## src/nmgga_pkg.sv

```systemverilog
package nmgga_pkg;

    // Field numbers within a GGA sentence (comma count)
    localparam logic [3:0] FLD_TIME = 4'd1;
    localparam logic [3:0] FLD_LAT  = 4'd2;
    localparam logic [3:0] FLD_NS   = 4'd3;
    localparam logic [3:0] FLD_LON  = 4'd4;
    localparam logic [3:0] FLD_EW   = 4'd5;
    localparam logic [3:0] FLD_ALT  = 4'd9;
    localparam logic [3:0] FLD_MAX  = 4'd15;
    localparam logic [3:0] CIF_MAX  = 4'd15;

    // Degree digit counts
    localparam logic [3:0] LAT_DEG_CHARS = 4'd2;
    localparam logic [3:0] LON_DEG_CHARS = 4'd3;

    // Characters of interest
    localparam logic [7:0] CH_COMMA = 8'h2C;
    localparam logic [7:0] CH_POINT = 8'h2E;
    localparam logic [7:0] CH_MINUS = 8'h2D;
    localparam logic [7:0] CH_PLUS  = 8'h2B;
    localparam logic [7:0] CH_ZERO  = 8'h30;
    localparam logic [7:0] CH_NINE  = 8'h39;

    // Widths and limits
    localparam int          DEG_W         = 10;
    localparam int          TIME_W        = 24;
    localparam int          ALT_W         = 20;
    localparam int          POS_W         = 30;
    localparam int          LAT_W         = 27;
    localparam logic [23:0] TIME_SAT      = 24'h999999;
    localparam logic [19:0] ALT_CAP       = 20'd999990;
    localparam logic [29:0] MICRO_PER_DEG = 30'd1000000;

    typedef enum logic [1:0] {
        CLOSE_NONE,
        CLOSE_LAT,
        CLOSE_LON
    } t_close_sel;

    // Control for one event leaving the character parser
    typedef struct packed {
        t_close_sel close_sel;
        logic       is_end;
    } t_ev_ctl;

    // Sentence-level values captured on the last character
    typedef struct packed {
        logic [TIME_W-1:0] time_bcd;
        logic [ALT_W-1:0]  alt_mag;
        logic              alt_neg;
        logic [7:0]        lat_dir;
        logic [7:0]        lon_dir;
        logic              lat_vld;
        logic              lon_vld;
        logic              alt_vld;
    } t_end_info;

    function automatic longint unsigned pow10(input int n);
        longint unsigned v;
        v = 1;
        for (int k = 0; k < n; k++) begin
            v = v * 10;
        end
        return v;
    endfunction

    // Bits for a minute accumulator that stays below 100 * 10^frac
    function automatic int min_acc_width(input int frac);
        return $clog2(100 * pow10(frac));
    endfunction

endpackage

```

## src/nmgga_parser.sv

```systemverilog
module nmgga_parser
    import nmgga_pkg::*;
#(
    parameter int MINUTE_FRAC_DIGITS = 5,
    parameter int MINUTE_CHARS       = 8,
    parameter int ALT_CHARS          = 5,
    localparam int MIN_W             = min_acc_width(MINUTE_FRAC_DIGITS)
) (
    input  logic             i_clk,
    input  logic             i_rst_n,
    input  logic             i_valid,
    output logic             o_stall,
    input  logic [7:0]       i_ch,
    input  logic             i_end_of_sentence,
    output logic             o_ev_valid,
    input  logic             i_ev_stall,
    output t_ev_ctl          o_ev_ctl,
    output logic [DEG_W-1:0] o_ev_deg,
    output logic [MIN_W-1:0] o_ev_min,
    output t_end_info        o_ev_info
);

    localparam longint unsigned SCALE      = pow10(MINUTE_FRAC_DIGITS);
    localparam logic [MIN_W-1:0] MIN_CAP   = MIN_W'(100 * SCALE - 1);
    localparam logic [MIN_W-1:0] MIN_SCALE = MIN_W'(SCALE);
    localparam logic [2:0] FRAC_LIMIT      = 3'(MINUTE_FRAC_DIGITS);
    localparam logic [3:0] MIN_SPAN        = 4'(MINUTE_CHARS);
    localparam logic [3:0] ALT_SPAN        = 4'(ALT_CHARS);

    typedef struct packed {
        logic [3:0]        field;
        logic [3:0]        cif;
        logic [TIME_W-1:0] time_bcd;
        logic [DEG_W-1:0]  deg;
        logic [MIN_W-1:0]  mins;
        logic [2:0]        frac_cnt;
        logic              point;
        logic [ALT_W-1:0]  alt_mag;
        logic              alt_neg;
        logic [7:0]        lat_dir;
        logic [7:0]        lon_dir;
        logic              lat_vld;
        logic              lon_vld;
        logic              alt_vld;
        logic              deg_end;
        logic              num_end;
    } t_prs_state;

    t_prs_state r_st, p_st, n_st;

    logic             r_ev_valid;
    t_ev_ctl          r_ev_ctl;
    logic [DEG_W-1:0] r_ev_deg;
    logic [MIN_W-1:0] r_ev_min;
    t_end_info        r_ev_info;

    logic             acc;
    logic             is_digit, is_comma, is_point, is_sign;
    logic [3:0]       dig;
    logic [3:0]       deg_len;
    logic             in_pos, in_alt;
    t_close_sel       ev_close;
    logic             ev_hit;

    logic [TIME_W-1:0] time_next;
    logic [DEG_W-1:0]  deg_next;
    logic [MIN_W+3:0]  min_int_sum;
    logic [MIN_W:0]    min_frac_sum;
    logic [MIN_W-1:0]  min_int_sat, min_frac_sat;
    logic [23:0]       alt_int_sum, alt_frac_sum;
    logic [ALT_W-1:0]  alt_int_sat, alt_frac_sat;
    logic [MIN_W-1:0]  frac_wt [8];

    // Weight of each minute fraction digit
    for (genvar g = 0; g < 8; g++) begin : g_frac_wt
        assign frac_wt[g] = (g < MINUTE_FRAC_DIGITS)
                            ? MIN_W'(pow10(MINUTE_FRAC_DIGITS - 1 - g)) : '0;
    end

    // Handshake: the event register must be free to take a transfer
    assign o_stall = r_ev_valid && i_ev_stall;
    assign acc     = i_valid && !o_stall;

    // Character classes
    assign is_digit = (i_ch >= CH_ZERO) && (i_ch <= CH_NINE);
    assign is_comma = (i_ch == CH_COMMA);
    assign is_point = (i_ch == CH_POINT);
    assign is_sign  = (i_ch == CH_MINUS) || (i_ch == CH_PLUS);
    assign dig      = i_ch[3:0];

    // Digit accumulation candidates
    assign time_next = (r_st.time_bcd[23:20] != 4'd0) ? TIME_SAT
                                                       : {r_st.time_bcd[19:0], dig};
    assign deg_next  = r_st.deg * DEG_W'(10) + DEG_W'(dig);

    assign min_int_sum  = (MIN_W+4)'(r_st.mins) * (MIN_W+4)'(10)
                        + (MIN_W+4)'(dig) * (MIN_W+4)'(MIN_SCALE);
    assign min_frac_sum = (MIN_W+1)'(r_st.mins)
                        + (MIN_W+1)'(dig) * (MIN_W+1)'(frac_wt[r_st.frac_cnt]);
    assign min_int_sat  = (min_int_sum > (MIN_W+4)'(MIN_CAP)) ? MIN_CAP
                                                               : min_int_sum[MIN_W-1:0];
    assign min_frac_sat = (min_frac_sum > (MIN_W+1)'(MIN_CAP)) ? MIN_CAP
                                                                : min_frac_sum[MIN_W-1:0];

    assign alt_int_sum  = 24'(r_st.alt_mag) * 24'd10 + 24'(dig) * 24'd10;
    assign alt_frac_sum = 24'(r_st.alt_mag) + 24'(dig);
    assign alt_int_sat  = (alt_int_sum > 24'(ALT_CAP)) ? ALT_CAP : alt_int_sum[ALT_W-1:0];
    assign alt_frac_sat = (alt_frac_sum > 24'(ALT_CAP)) ? ALT_CAP : alt_frac_sum[ALT_W-1:0];

    // Per-character state update, before field clear and sentence reset
    always_comb begin
        p_st    = r_st;
        in_pos  = 1'b0;
        in_alt  = 1'b0;
        deg_len = (r_st.field == FLD_LAT) ? LAT_DEG_CHARS : LON_DEG_CHARS;

        if (!is_comma) begin
            if (r_st.cif != CIF_MAX) begin
                p_st.cif = r_st.cif + 4'd1;
            end
            unique case (r_st.field)
                FLD_TIME: begin
                    if (!r_st.num_end) begin
                        if (is_digit) begin
                            p_st.time_bcd = time_next;
                        end else begin
                            p_st.num_end = 1'b1;
                        end
                    end
                end
                FLD_LAT: begin
                    if (r_st.cif == 4'd0) begin
                        p_st.lat_vld = 1'b1;
                    end
                    in_pos = 1'b1;
                end
                FLD_NS: begin
                    if (r_st.cif == 4'd0) begin
                        p_st.lat_dir = i_ch;
                    end
                end
                FLD_LON: begin
                    if (r_st.cif == 4'd0) begin
                        p_st.lon_vld = 1'b1;
                    end
                    in_pos = 1'b1;
                end
                FLD_EW: begin
                    if (r_st.cif == 4'd0) begin
                        p_st.lon_dir = i_ch;
                    end
                end
                FLD_ALT: begin
                    if (r_st.cif == 4'd0) begin
                        p_st.alt_vld = 1'b1;
                    end
                    in_alt = 1'b1;
                end
                default: ;
            endcase
        end

        // Position: degree digits, then the minute span
        if (in_pos) begin
            if (r_st.cif < deg_len) begin
                if (!r_st.deg_end) begin
                    if (is_digit) begin
                        p_st.deg = deg_next;
                    end else begin
                        p_st.deg_end = 1'b1;
                    end
                end
            end else if (r_st.cif < deg_len + MIN_SPAN) begin
                if (!r_st.num_end) begin
                    if (is_digit) begin
                        if (!r_st.point) begin
                            p_st.mins = min_int_sat;
                        end else if (r_st.frac_cnt < FRAC_LIMIT) begin
                            p_st.mins     = min_frac_sat;
                            p_st.frac_cnt = r_st.frac_cnt + 3'd1;
                        end
                    end else if (is_point && !r_st.point) begin
                        p_st.point = 1'b1;
                    end else begin
                        p_st.num_end = 1'b1;
                    end
                end
            end
        end

        // Altitude: optional sign, digits, one kept fraction digit
        if (in_alt && (r_st.cif < ALT_SPAN) && !r_st.num_end) begin
            if ((r_st.cif == 4'd0) && is_sign) begin
                p_st.alt_neg = (i_ch == CH_MINUS);
            end else if (is_digit) begin
                if (!r_st.point) begin
                    p_st.alt_mag = alt_int_sat;
                end else if (r_st.frac_cnt == 3'd0) begin
                    p_st.alt_mag  = alt_frac_sat;
                    p_st.frac_cnt = 3'd1;
                end
            end else if (is_point && !r_st.point) begin
                p_st.point = 1'b1;
            end else begin
                p_st.num_end = 1'b1;
            end
        end
    end

    // Field clear on comma, full reset after the last character
    always_comb begin
        n_st = p_st;
        if (i_end_of_sentence) begin
            n_st = '0;
        end else if (is_comma) begin
            n_st.field    = (r_st.field != FLD_MAX) ? r_st.field + 4'd1 : r_st.field;
            n_st.cif      = '0;
            n_st.deg      = '0;
            n_st.mins     = '0;
            n_st.frac_cnt = '0;
            n_st.point    = 1'b0;
            n_st.deg_end  = 1'b0;
            n_st.num_end  = 1'b0;
        end
    end

    // A position field closes on its comma or on the last character
    always_comb begin
        ev_close = CLOSE_NONE;
        if (is_comma || i_end_of_sentence) begin
            if (r_st.field == FLD_LAT) begin
                ev_close = CLOSE_LAT;
            end else if (r_st.field == FLD_LON) begin
                ev_close = CLOSE_LON;
            end
        end
    end

    assign ev_hit = i_end_of_sentence || (ev_close != CLOSE_NONE);

    // Parser state
    always_ff @(posedge i_clk) begin
        if (!i_rst_n) begin
            r_st <= '0;
        end else if (acc) begin
            r_st <= n_st;
        end
    end

    // Event register valid
    always_ff @(posedge i_clk) begin
        if (!i_rst_n) begin
            r_ev_valid <= 1'b0;
        end else if (!o_stall) begin
            r_ev_valid <= acc && ev_hit;
        end
    end

    // Event payload
    always_ff @(posedge i_clk) begin
        if (acc && ev_hit) begin
            r_ev_ctl.close_sel <= ev_close;
            r_ev_ctl.is_end    <= i_end_of_sentence;
            r_ev_deg           <= p_st.deg;
            r_ev_min           <= p_st.mins;
            r_ev_info.time_bcd <= p_st.time_bcd;
            r_ev_info.alt_mag  <= p_st.alt_mag;
            r_ev_info.alt_neg  <= p_st.alt_neg;
            r_ev_info.lat_dir  <= p_st.lat_dir;
            r_ev_info.lon_dir  <= p_st.lon_dir;
            r_ev_info.lat_vld  <= p_st.lat_vld;
            r_ev_info.lon_vld  <= p_st.lon_vld;
            r_ev_info.alt_vld  <= p_st.alt_vld;
        end
    end

    assign o_ev_valid = r_ev_valid;
    assign o_ev_ctl   = r_ev_ctl;
    assign o_ev_deg   = r_ev_deg;
    assign o_ev_min   = r_ev_min;
    assign o_ev_info  = r_ev_info;

endmodule

```

## src/nmgga_conv.sv

```systemverilog
module nmgga_conv
    import nmgga_pkg::*;
#(
    parameter int MINUTE_FRAC_DIGITS = 5,
    localparam int MIN_W             = min_acc_width(MINUTE_FRAC_DIGITS)
) (
    input  logic                i_clk,
    input  logic                i_rst_n,
    input  logic                i_ev_valid,
    output logic                o_ev_stall,
    input  t_ev_ctl             i_ev_ctl,
    input  logic [DEG_W-1:0]    i_ev_deg,
    input  logic [MIN_W-1:0]    i_ev_min,
    input  t_end_info           i_ev_info,
    output logic                o_valid,
    input  logic                i_stall,
    output logic [6:0]          o_hours,
    output logic [6:0]          o_mins,
    output logic [6:0]          o_secs,
    output logic [LAT_W-1:0]    o_latitude_micro,
    output logic [7:0]          o_lat_dir,
    output logic                o_lat_valid,
    output logic [POS_W-1:0]    o_longitude_micro,
    output logic [7:0]          o_lon_dir,
    output logic                o_lon_valid,
    output logic signed [20:0]  o_altitude_tenths,
    output logic                o_alt_valid
);

    // micro = deg * 1e6 + floor(min * KMUL / DIV), min scaled by 10^frac
    localparam longint unsigned SCALE = pow10(MINUTE_FRAC_DIGITS);
    localparam longint unsigned KMUL  = (MINUTE_FRAC_DIGITS <= 5)
                                        ? pow10(5 - MINUTE_FRAC_DIGITS) : 1;
    localparam longint unsigned DIV   = (MINUTE_FRAC_DIGITS <= 5) ? 6 : 60;
    localparam int              X_W   = $clog2(100 * SCALE * KMUL);
    localparam longint unsigned RECIP = (64'd1 << X_W) / DIV;
    localparam longint unsigned PMUL  = KMUL * RECIP;
    localparam int              PM_W  = $clog2(PMUL + 1);
    localparam int              P_W   = MIN_W + PM_W;
    localparam int              R_W   = $clog2(2 * DIV);

    // Stage 1: products
    logic             r_mp_valid;
    t_ev_ctl          r_mp_ctl;
    t_end_info        r_mp_info;
    logic [P_W-1:0]   r_mp_p;
    logic [X_W-1:0]   r_mp_x;
    logic [POS_W-1:0] r_mp_dp;

    // Stage 2: quotient estimate and remainder
    logic             r_qr_valid;
    t_ev_ctl          r_qr_ctl;
    t_end_info        r_qr_info;
    logic [X_W-1:0]   r_qr_q;
    logic [R_W-1:0]   r_qr_r;
    logic [POS_W-1:0] r_qr_dp;

    // Held positions and result register
    logic [LAT_W-1:0]  r_held_lat;
    logic [POS_W-1:0]  r_held_lon;
    logic              r_out_valid;
    logic [6:0]        r_out_hours, r_out_mins, r_out_secs;
    logic [LAT_W-1:0]  r_out_lat;
    logic [POS_W-1:0]  r_out_lon;
    logic [7:0]        r_out_lat_dir, r_out_lon_dir;
    logic              r_out_lat_vld, r_out_lon_vld, r_out_alt_vld;
    logic signed [20:0] r_out_alt;

    logic             out_free, qr_go, qr_stall, mp_stall;
    logic [X_W-1:0]   q_est;
    logic [X_W-1:0]   r_full;
    logic [POS_W-1:0] pos_val;
    logic [20:0]      alt_val;

    // Backpressure chain; close-only events retire without a result
    assign out_free   = !r_out_valid || !i_stall;
    assign qr_go      = r_qr_valid && (!r_qr_ctl.is_end || out_free);
    assign qr_stall   = r_qr_valid && !qr_go;
    assign mp_stall   = r_mp_valid && qr_stall;
    assign o_ev_stall = mp_stall;

    // Reciprocal estimate is q or q-1; remainder fixes it
    assign q_est   = X_W'(r_mp_p >> X_W);
    assign r_full  = r_mp_x - X_W'(q_est * X_W'(DIV));
    assign pos_val = r_qr_dp + POS_W'(r_qr_q) + POS_W'(r_qr_r >= R_W'(DIV));
    assign alt_val = r_qr_info.alt_neg ? (21'd0 - 21'(r_qr_info.alt_mag))
                                       : 21'(r_qr_info.alt_mag);

    // Control
    always_ff @(posedge i_clk) begin
        if (!i_rst_n) begin
            r_mp_valid  <= 1'b0;
            r_qr_valid  <= 1'b0;
            r_out_valid <= 1'b0;
            r_held_lat  <= '0;
            r_held_lon  <= '0;
        end else begin
            if (!mp_stall) begin
                r_mp_valid <= i_ev_valid;
            end
            if (!qr_stall) begin
                r_qr_valid <= r_mp_valid;
            end
            if (out_free) begin
                r_out_valid <= qr_go && r_qr_ctl.is_end;
            end
            if (qr_go) begin
                if (r_qr_ctl.is_end) begin
                    r_held_lat <= '0;
                    r_held_lon <= '0;
                end else if (r_qr_ctl.close_sel == CLOSE_LAT) begin
                    r_held_lat <= pos_val[LAT_W-1:0];
                end else if (r_qr_ctl.close_sel == CLOSE_LON) begin
                    r_held_lon <= pos_val;
                end
            end
        end
    end

    // Stage payloads
    always_ff @(posedge i_clk) begin
        if (i_ev_valid && !mp_stall) begin
            r_mp_ctl  <= i_ev_ctl;
            r_mp_info <= i_ev_info;
            r_mp_p    <= P_W'(i_ev_min) * P_W'(PMUL);
            r_mp_x    <= X_W'(i_ev_min) * X_W'(KMUL);
            r_mp_dp   <= POS_W'(i_ev_deg) * MICRO_PER_DEG;
        end
        if (r_mp_valid && !qr_stall) begin
            r_qr_ctl  <= r_mp_ctl;
            r_qr_info <= r_mp_info;
            r_qr_q    <= q_est;
            r_qr_r    <= r_full[R_W-1:0];
            r_qr_dp   <= r_mp_dp;
        end
        if (qr_go && r_qr_ctl.is_end) begin
            r_out_hours   <= 7'(r_qr_info.time_bcd[23:20]) * 7'd10
                           + 7'(r_qr_info.time_bcd[19:16]);
            r_out_mins    <= 7'(r_qr_info.time_bcd[15:12]) * 7'd10
                           + 7'(r_qr_info.time_bcd[11:8]);
            r_out_secs    <= 7'(r_qr_info.time_bcd[7:4]) * 7'd10
                           + 7'(r_qr_info.time_bcd[3:0]);
            r_out_lat     <= (r_qr_ctl.close_sel == CLOSE_LAT) ? pos_val[LAT_W-1:0]
                                                                : r_held_lat;
            r_out_lon     <= (r_qr_ctl.close_sel == CLOSE_LON) ? pos_val : r_held_lon;
            r_out_lat_dir <= r_qr_info.lat_dir;
            r_out_lon_dir <= r_qr_info.lon_dir;
            r_out_lat_vld <= r_qr_info.lat_vld;
            r_out_lon_vld <= r_qr_info.lon_vld;
            r_out_alt_vld <= r_qr_info.alt_vld;
            r_out_alt     <= alt_val;
        end
    end

    assign o_valid           = r_out_valid;
    assign o_hours           = r_out_hours;
    assign o_mins            = r_out_mins;
    assign o_secs            = r_out_secs;
    assign o_latitude_micro  = r_out_lat;
    assign o_lat_dir         = r_out_lat_dir;
    assign o_lat_valid       = r_out_lat_vld;
    assign o_longitude_micro = r_out_lon;
    assign o_lon_dir         = r_out_lon_dir;
    assign o_lon_valid       = r_out_lon_vld;
    assign o_altitude_tenths = r_out_alt;
    assign o_alt_valid       = r_out_alt_vld;

endmodule

```

## src/nmea_gga_field_parser_unit.sv

```systemverilog
// GGA sentence field parser. Feed one character per transfer, with
// i_end_of_sentence set on the last one; one character is taken every cycle
// while o_stall is low, and a sentence's result is built as its last character
// passes through the event, product and quotient registers into the
// result register. Commas split fields: time (hhmmss, fraction dropped),
// latitude (2 degree digits), N/S, longitude (3 degree digits), E/W and
// altitude (first ALT_CHARS characters, tenths of a meter, optional sign).
// Positions come out in micro-degrees, truncated, from minutes kept to
// MINUTE_FRAC_DIGITS decimals over MINUTE_CHARS characters. Empty fields give
// zero values with their valid flag clear. The block keeps taking characters
// while a result waits; o_stall rises only when a position close or a
// sentence end cannot move into the conversion pipeline.
module nmea_gga_field_parser_unit
    import nmgga_pkg::*;
#(
    parameter int MINUTE_FRAC_DIGITS = 5,
    parameter int MINUTE_CHARS       = 8,
    parameter int ALT_CHARS          = 5
) (
    input  logic               i_clk,
    input  logic               i_rst_n,
    input  logic               i_valid,
    output logic               o_stall,
    input  logic [7:0]         i_ch,
    input  logic               i_end_of_sentence,
    output logic               o_valid,
    input  logic               i_stall,
    output logic [6:0]         o_hours,
    output logic [6:0]         o_mins,
    output logic [6:0]         o_secs,
    output logic [26:0]        o_latitude_micro,
    output logic [7:0]         o_lat_dir,
    output logic               o_lat_valid,
    output logic [29:0]        o_longitude_micro,
    output logic [7:0]         o_lon_dir,
    output logic               o_lon_valid,
    output logic signed [20:0] o_altitude_tenths,
    output logic               o_alt_valid
);

    localparam int MIN_W = min_acc_width(MINUTE_FRAC_DIGITS);

    logic             ev_valid;
    logic             ev_stall;
    t_ev_ctl          ev_ctl;
    logic [DEG_W-1:0] ev_deg;
    logic [MIN_W-1:0] ev_min;
    t_end_info        ev_info;

    // Character parser
    nmgga_parser #(
        .MINUTE_FRAC_DIGITS (MINUTE_FRAC_DIGITS),
        .MINUTE_CHARS       (MINUTE_CHARS),
        .ALT_CHARS          (ALT_CHARS)
    ) u_parser (
        .i_clk             (i_clk),
        .i_rst_n           (i_rst_n),
        .i_valid           (i_valid),
        .o_stall           (o_stall),
        .i_ch              (i_ch),
        .i_end_of_sentence (i_end_of_sentence),
        .o_ev_valid        (ev_valid),
        .i_ev_stall        (ev_stall),
        .o_ev_ctl          (ev_ctl),
        .o_ev_deg          (ev_deg),
        .o_ev_min          (ev_min),
        .o_ev_info         (ev_info)
    );

    // Position conversion and result register
    nmgga_conv #(
        .MINUTE_FRAC_DIGITS (MINUTE_FRAC_DIGITS)
    ) u_conv (
        .i_clk             (i_clk),
        .i_rst_n           (i_rst_n),
        .i_ev_valid        (ev_valid),
        .o_ev_stall        (ev_stall),
        .i_ev_ctl          (ev_ctl),
        .i_ev_deg          (ev_deg),
        .i_ev_min          (ev_min),
        .i_ev_info         (ev_info),
        .o_valid           (o_valid),
        .i_stall           (i_stall),
        .o_hours           (o_hours),
        .o_mins            (o_mins),
        .o_secs            (o_secs),
        .o_latitude_micro  (o_latitude_micro),
        .o_lat_dir         (o_lat_dir),
        .o_lat_valid       (o_lat_valid),
        .o_longitude_micro (o_longitude_micro),
        .o_lon_dir         (o_lon_dir),
        .o_lon_valid       (o_lon_valid),
        .o_altitude_tenths (o_altitude_tenths),
        .o_alt_valid       (o_alt_valid)
    );

endmodule

```

## config.mk

```make
export PLATFORM = sky130hd
export DESIGN_NAME = nmea_gga_field_parser_unit
export DESIGN_NICKNAME = d
export VERILOG_FILES = /design/src/nmgga_pkg.sv /design/src/nmgga_parser.sv /design/src/nmgga_conv.sv /design/src/nmea_gga_field_parser_unit.sv
export SDC_FILE = /design/constraint.sdc
export NUM_CORES = 2
export LEC_CHECK = 0
export BUFFER_PORTS_ARGS = -buffer_cell sky130_fd_sc_hd__buf_2
export CAP_MARGIN = 20
export CORE_ASPECT_RATIO = 2
export CORE_MARGIN = 2
export CORE_UTILIZATION = 45
export CTS_BUF_LIST = sky130_fd_sc_hd__clkbuf_4 sky130_fd_sc_hd__clkbuf_8
export CTS_CLUSTER_SIZE = 28
export DETAILED_ROUTE_END_ITERATION = 7
export HOLD_SLACK_MARGIN = 0.08
export PLACE_DENSITY = 0.6
export SLEW_MARGIN = 10
export SYNTH_ARGS = -nofsm -noshare
export SYNTH_HDL_FRONTEND = slang
export SYNTH_SLANG_ARGS = --single-unit
```

## constraint.sdc

```tcl
create_clock -name i_clk -period 29.4 [get_ports i_clk]
set_clock_uncertainty 0.1 [all_clocks]
set_input_delay 2.94 -clock i_clk [delete_from_list [all_inputs] [get_ports i_clk]]
set_output_delay 2.94 -clock i_clk [all_outputs]
set_load 0.01 [all_outputs]
```

==> summary.md <==
| Metric | Value |
|---|---|
| HPWL Detailed | 90780 um |
| WP data required | 29.80 ns |
| Dpl cell area | 45570 um^2 |
| Global-route wire length before repair | 177700 um |
| Final Setup Violations | 0 |
| Synth Area per Inst | approximately 11 um^2 |
| Pins over their slew limit | 0 |
| Final count of hold timing violations | 0 |
| Grt total ovfl | 0 |
| Core box area | 96090 um^2 |
| CP Capture Type | register |
| Nets@finish | 4970 |
| Power Density | around 57 nW/um^2 |
| Starting Density | 45.37% |
| Synth warn | 0 |
| Synthesized flop and latch total | approximately 620 |
| Critical Path AT | 9.61 ns |
| Syn Inst Count | 4091 |
| FFs w/ async S/R, synth | 0% |
| Pin count of the biggest net entering global routing | 83 |
| Post-CTS Resized | 0 |
| Peak VDD IR | 0.05240 mV |
| Worst path max stage delay | 0.87 ns |
| Vias in the first global route | around 32000 |
| Worst Setup Start Kind | input pin |
| Hold buffers post-CTS | 0 |
| CTS buffer count | 89 |
| GP Congestion | 0.9575 |
| Bufs and invs on worst path | 4 |
| Tcrit/Tclk final | 31.31% |
| EDFF count, synth | 451 |
| Leakage | 20.33 nW |
| Most used DFF post-synth | edfxtp_1 |
| Initial antenna violation count | 2 |
| Clk sinks | 624 |
| Clock Pin Slew Worst Setup and Hold Paths | 0.07 ns |
| H-tree depth | 3 |
| Input/output buffers | 132 |
| Relative slew slack | 29.40% |
| Hold Crit Class | reg2reg |
| Distinct cell type count after synthesis | 99 |
| DR DRC count | 0 |
| Top Family by Delay on Critical Path | compound AO/OA/AOI/OAI gates |
| Crit Path Max Fanout | 21 |
| Post-synthesis sequential area ratio | 39.01% |
| Final antenna-violating net count | 0 |
| Crit-path slowest cell | a2111oi_1 |
| Most used cell, CP | inv_1 |
| DIE AREA | 99530 um^2 |
| 1st-pass router iterations | 5 |
| Slew @ Worst Pin | around 1.1 ns |
| Die height | 444.2 um |
| Final WL | 114200 um |
| Mapped Area | approximately 44000 um^2 |
| Worst-skew pair later-pin latency | 0.77 ns |
| Crit path kind | in2reg |
| Synthesized net count | 4848 |
| Achievable Freq | 108.6 MHz |
| Ports | 133 |
| Ratio of cells with drive above 1 in the final layout | 9.655% |
| Gr usage total | 23.29% |
| Outcome | finished, final reports clean |
| Num rows | 161 |
| CTS Buffer Depth | 3 |
| Unrepaired setup endpoints after global routing | no |
| Drt via density | 5.597 |
| Finished Cell Area | 47590 um^2 |
| TritonCTS clock tree | yes |
| Die X | 224.1 um |
| Min Tclk post-route | 9.205 ns |
| DR vias | 30860 |
| Final setup TNS | 0 ns |
| 1st-iter DRT viols | between 1000 and 1500 |
| Critical-path cell list | buf_2 > inv_1 > nor2_1 > ha_1 > a31o_2 > fa_1 > inv_1 > fa_1 > inv_1 > ha_1 > a2111oi_1 > a21oi_1 > o211a_1 > o211ai_1 > o31a_1 > o311a_1 > a31oi_2 > o21bai_2 > o221ai_1 > a22o_1 |
| Area Overhead vs Synth | 9.176% |
| Max-cap violations | 0 |
| Post-CTS setup buffers | 0 |
| Root Buffer | clkbuf_8 |
| Routed len/inst | 20.71 um |
==> final cells by class <==
class | count | area, um^2
Clock inverter | 44 | 430.4
Timing Repair Buffer | 163 | 920.9
Tap cell | 1222 | 1529
Multi-Input combinational cell | 2850 | 24330
Clock buffer | 122 | 1548
Antenna cell | 3 | 7.507
Inverter | 485 | 1821
Sequential cell | 624 | 17010
Fill cell | 8773 | 48500
==> state kept, by name (all words and copies together) (netlist names), 4 cells and up <==
register / cells
u_conv.r_mp_info: 64
u_conv.r_qr_dp: 24
u_conv.r_mp_p: 22
u_conv.r_held_lat: 27
u_parser.r_st: 108
u_conv.r_qr_info: 64
u_conv.r_held_lon: 30
u_conv.o_longitude_micro: 30
u_conv.o_mins: 7
u_parser.o_ev_deg: 10
u_parser.p_st: 4
u_conv.o_latitude_micro: 27
u_parser.o_ev_info: 64
u_conv.o_altitude_tenths: 21
u_conv.r_mp_dp: 24
u_conv.o_hours: 7
u_conv.o_secs: 7
u_conv.o_lat_dir: 8
u_conv.r_qr_q: 22
u_parser.o_ev_min: 24
u_conv.o_lon_dir: 8
==> where the power goes <==
group	internal (mW)	switching, mW	leakage (nW)
registers	1.01	0.0134	5.57
clock network	0.408	0.356	1.03
logic	0.414	0.521	13.7
total	1.83	0.890	20.3
==> stage by stage <==
step,power (mW),utilization [%],instances,setup slack [ns],hold WS [ns]
6_report,2.723,49.53,5513,20.20,0.2839
5_1_grt,2.922,49.53,5511,19.76,0.2794
4_1_cts,2.760,49.48,5508,20.25,0.2754
3_5_place_dp,1.980,47.42,5342,19.43,0.3045
3_3_place_gp,1.965,47.42,5342,19.51,0.3010
2_1_floorplan,1.758,-,4091,17.01,0.3003
==> layout by cell type (no fill, tap or decap), types with 27 or more instances in the layout <==
cell	n
ha_1	499
nor2b_1	118
a21oi_1	164
o21a_1	35
nand2_1	267
edfxtp_1	451
o211ai_1	29
clkbuf_8	101
a211oi_1	35
nor2_1	188
buf_4	30
a31oi_1	39
mux2_2	27
buf_2	131
a21o_1	55
fa_1	245
xnor2_1	140
o21ai_0	222
inv_1	482
a22oi_1	94
nand3_1	83
nor3_1	54
and3_1	40
dfxtp_1	173
and2_1	36
xor2_1	63
==> final timing paths <==
| kind | slack, ns | endpoint | depth (start not counted) | startpoint |
|---|---|---|---|---|
| max | 20.20 | u_parser.o_ev_min[13]$_DFFE_PP_ | 20 | i_ch[2] |
| min | 0.28 | u_conv.r_qr_q[14]$_DFFE_PP_ | 0 | u_conv.r_mp_p[38]$_DFFE_PP_ |
| max reg2reg | 21.81 | u_conv.r_mp_p[44]$_DFFE_PP_ | 19 | u_parser.o_ev_min[12]$_DFFE_PP_ |
| min reg2reg | 0.28 | u_conv.r_qr_q[14]$_DFFE_PP_ | 0 | u_conv.r_mp_p[38]$_DFFE_PP_ |
==> metal layers <==
layer	vias up	wire length, um	track usage, %
li1	14810	-	-
met1	14990	39020	22.34
met2	729	63370	45.66
met3	327	3628	2.913
met4	2	8140	15.19
met5	-	9	0
==> cells by family after synthesis <==
logic type / share of synthesized area (%)
AND/OR/NAND/NOR: 11.11
XOR/XNOR: 4.190
buffers and inverters: 5.344
flip-flops: 39.01
multiplexers: 0.8352
adder cells (fa/ha/maj): 25.57
AO/OA/AOI/OAI: 13.93
==> Yosys cell counts, drive strengths merged (8+ instances only) <==
library cell,count,area share (%)
o211ai,32,0.61
fa,245,11
buf,20,0.20
a22oi,94,1.6
a211o,12,0.24
a21oi,164,1.9
a31oi,40,0.59
and4,15,0.30
nor3,57,0.68
o221ai,11,0.22
nand3,84,0.99
o21bai,19,0.34
a41oi,8,0.16
a211oi,35,0.60
edfxtp,451,31
or3,22,0.32
or2,24,0.34
nor2b,119,1.7
o21a,35,0.60
a21o,55,0.95
and3,40,0.57
nand2b,28,0.40
clkbuf,112,0.96
mux2,27,0.70
a21boi,12,0.21
xor2,64,1.3
ha,499,14
nand2,268,2.3
a22o,25,0.50
o21ai,230,2.6
nand4,23,0.33
and2,38,0.55
nor2,192,1.7
inv,483,4.2
a31o,13,0.26
o211a,10,0.23
o22ai,18,0.26
o31ai,19,0.35
nor4,15,0.28
xnor2,142,2.9
nor3b,8,0.14
dfxtp,173,7.9
==> worst reg2reg max path, stage by stage, from the launching register on <==
cell	delay [ns]
edfxtp_1	0.56
ha_1	0.44
inv_1	0.32
fa_1	0.52
fa_1	0.51
inv_1	0.05
fa_1	0.48
fa_1	0.58
fa_1	0.45
ha_1	0.35
a2111oi_0	0.38
o221ai_1	0.21
o221ai_1	0.52
nor3_1	0.22
nor4_1	0.54
nor2_1	0.18
o221ai_1	0.38
a211o_1	0.28
o21bai_1	0.10
xor2_1	0.16
(Power assumes the default switching activity.)
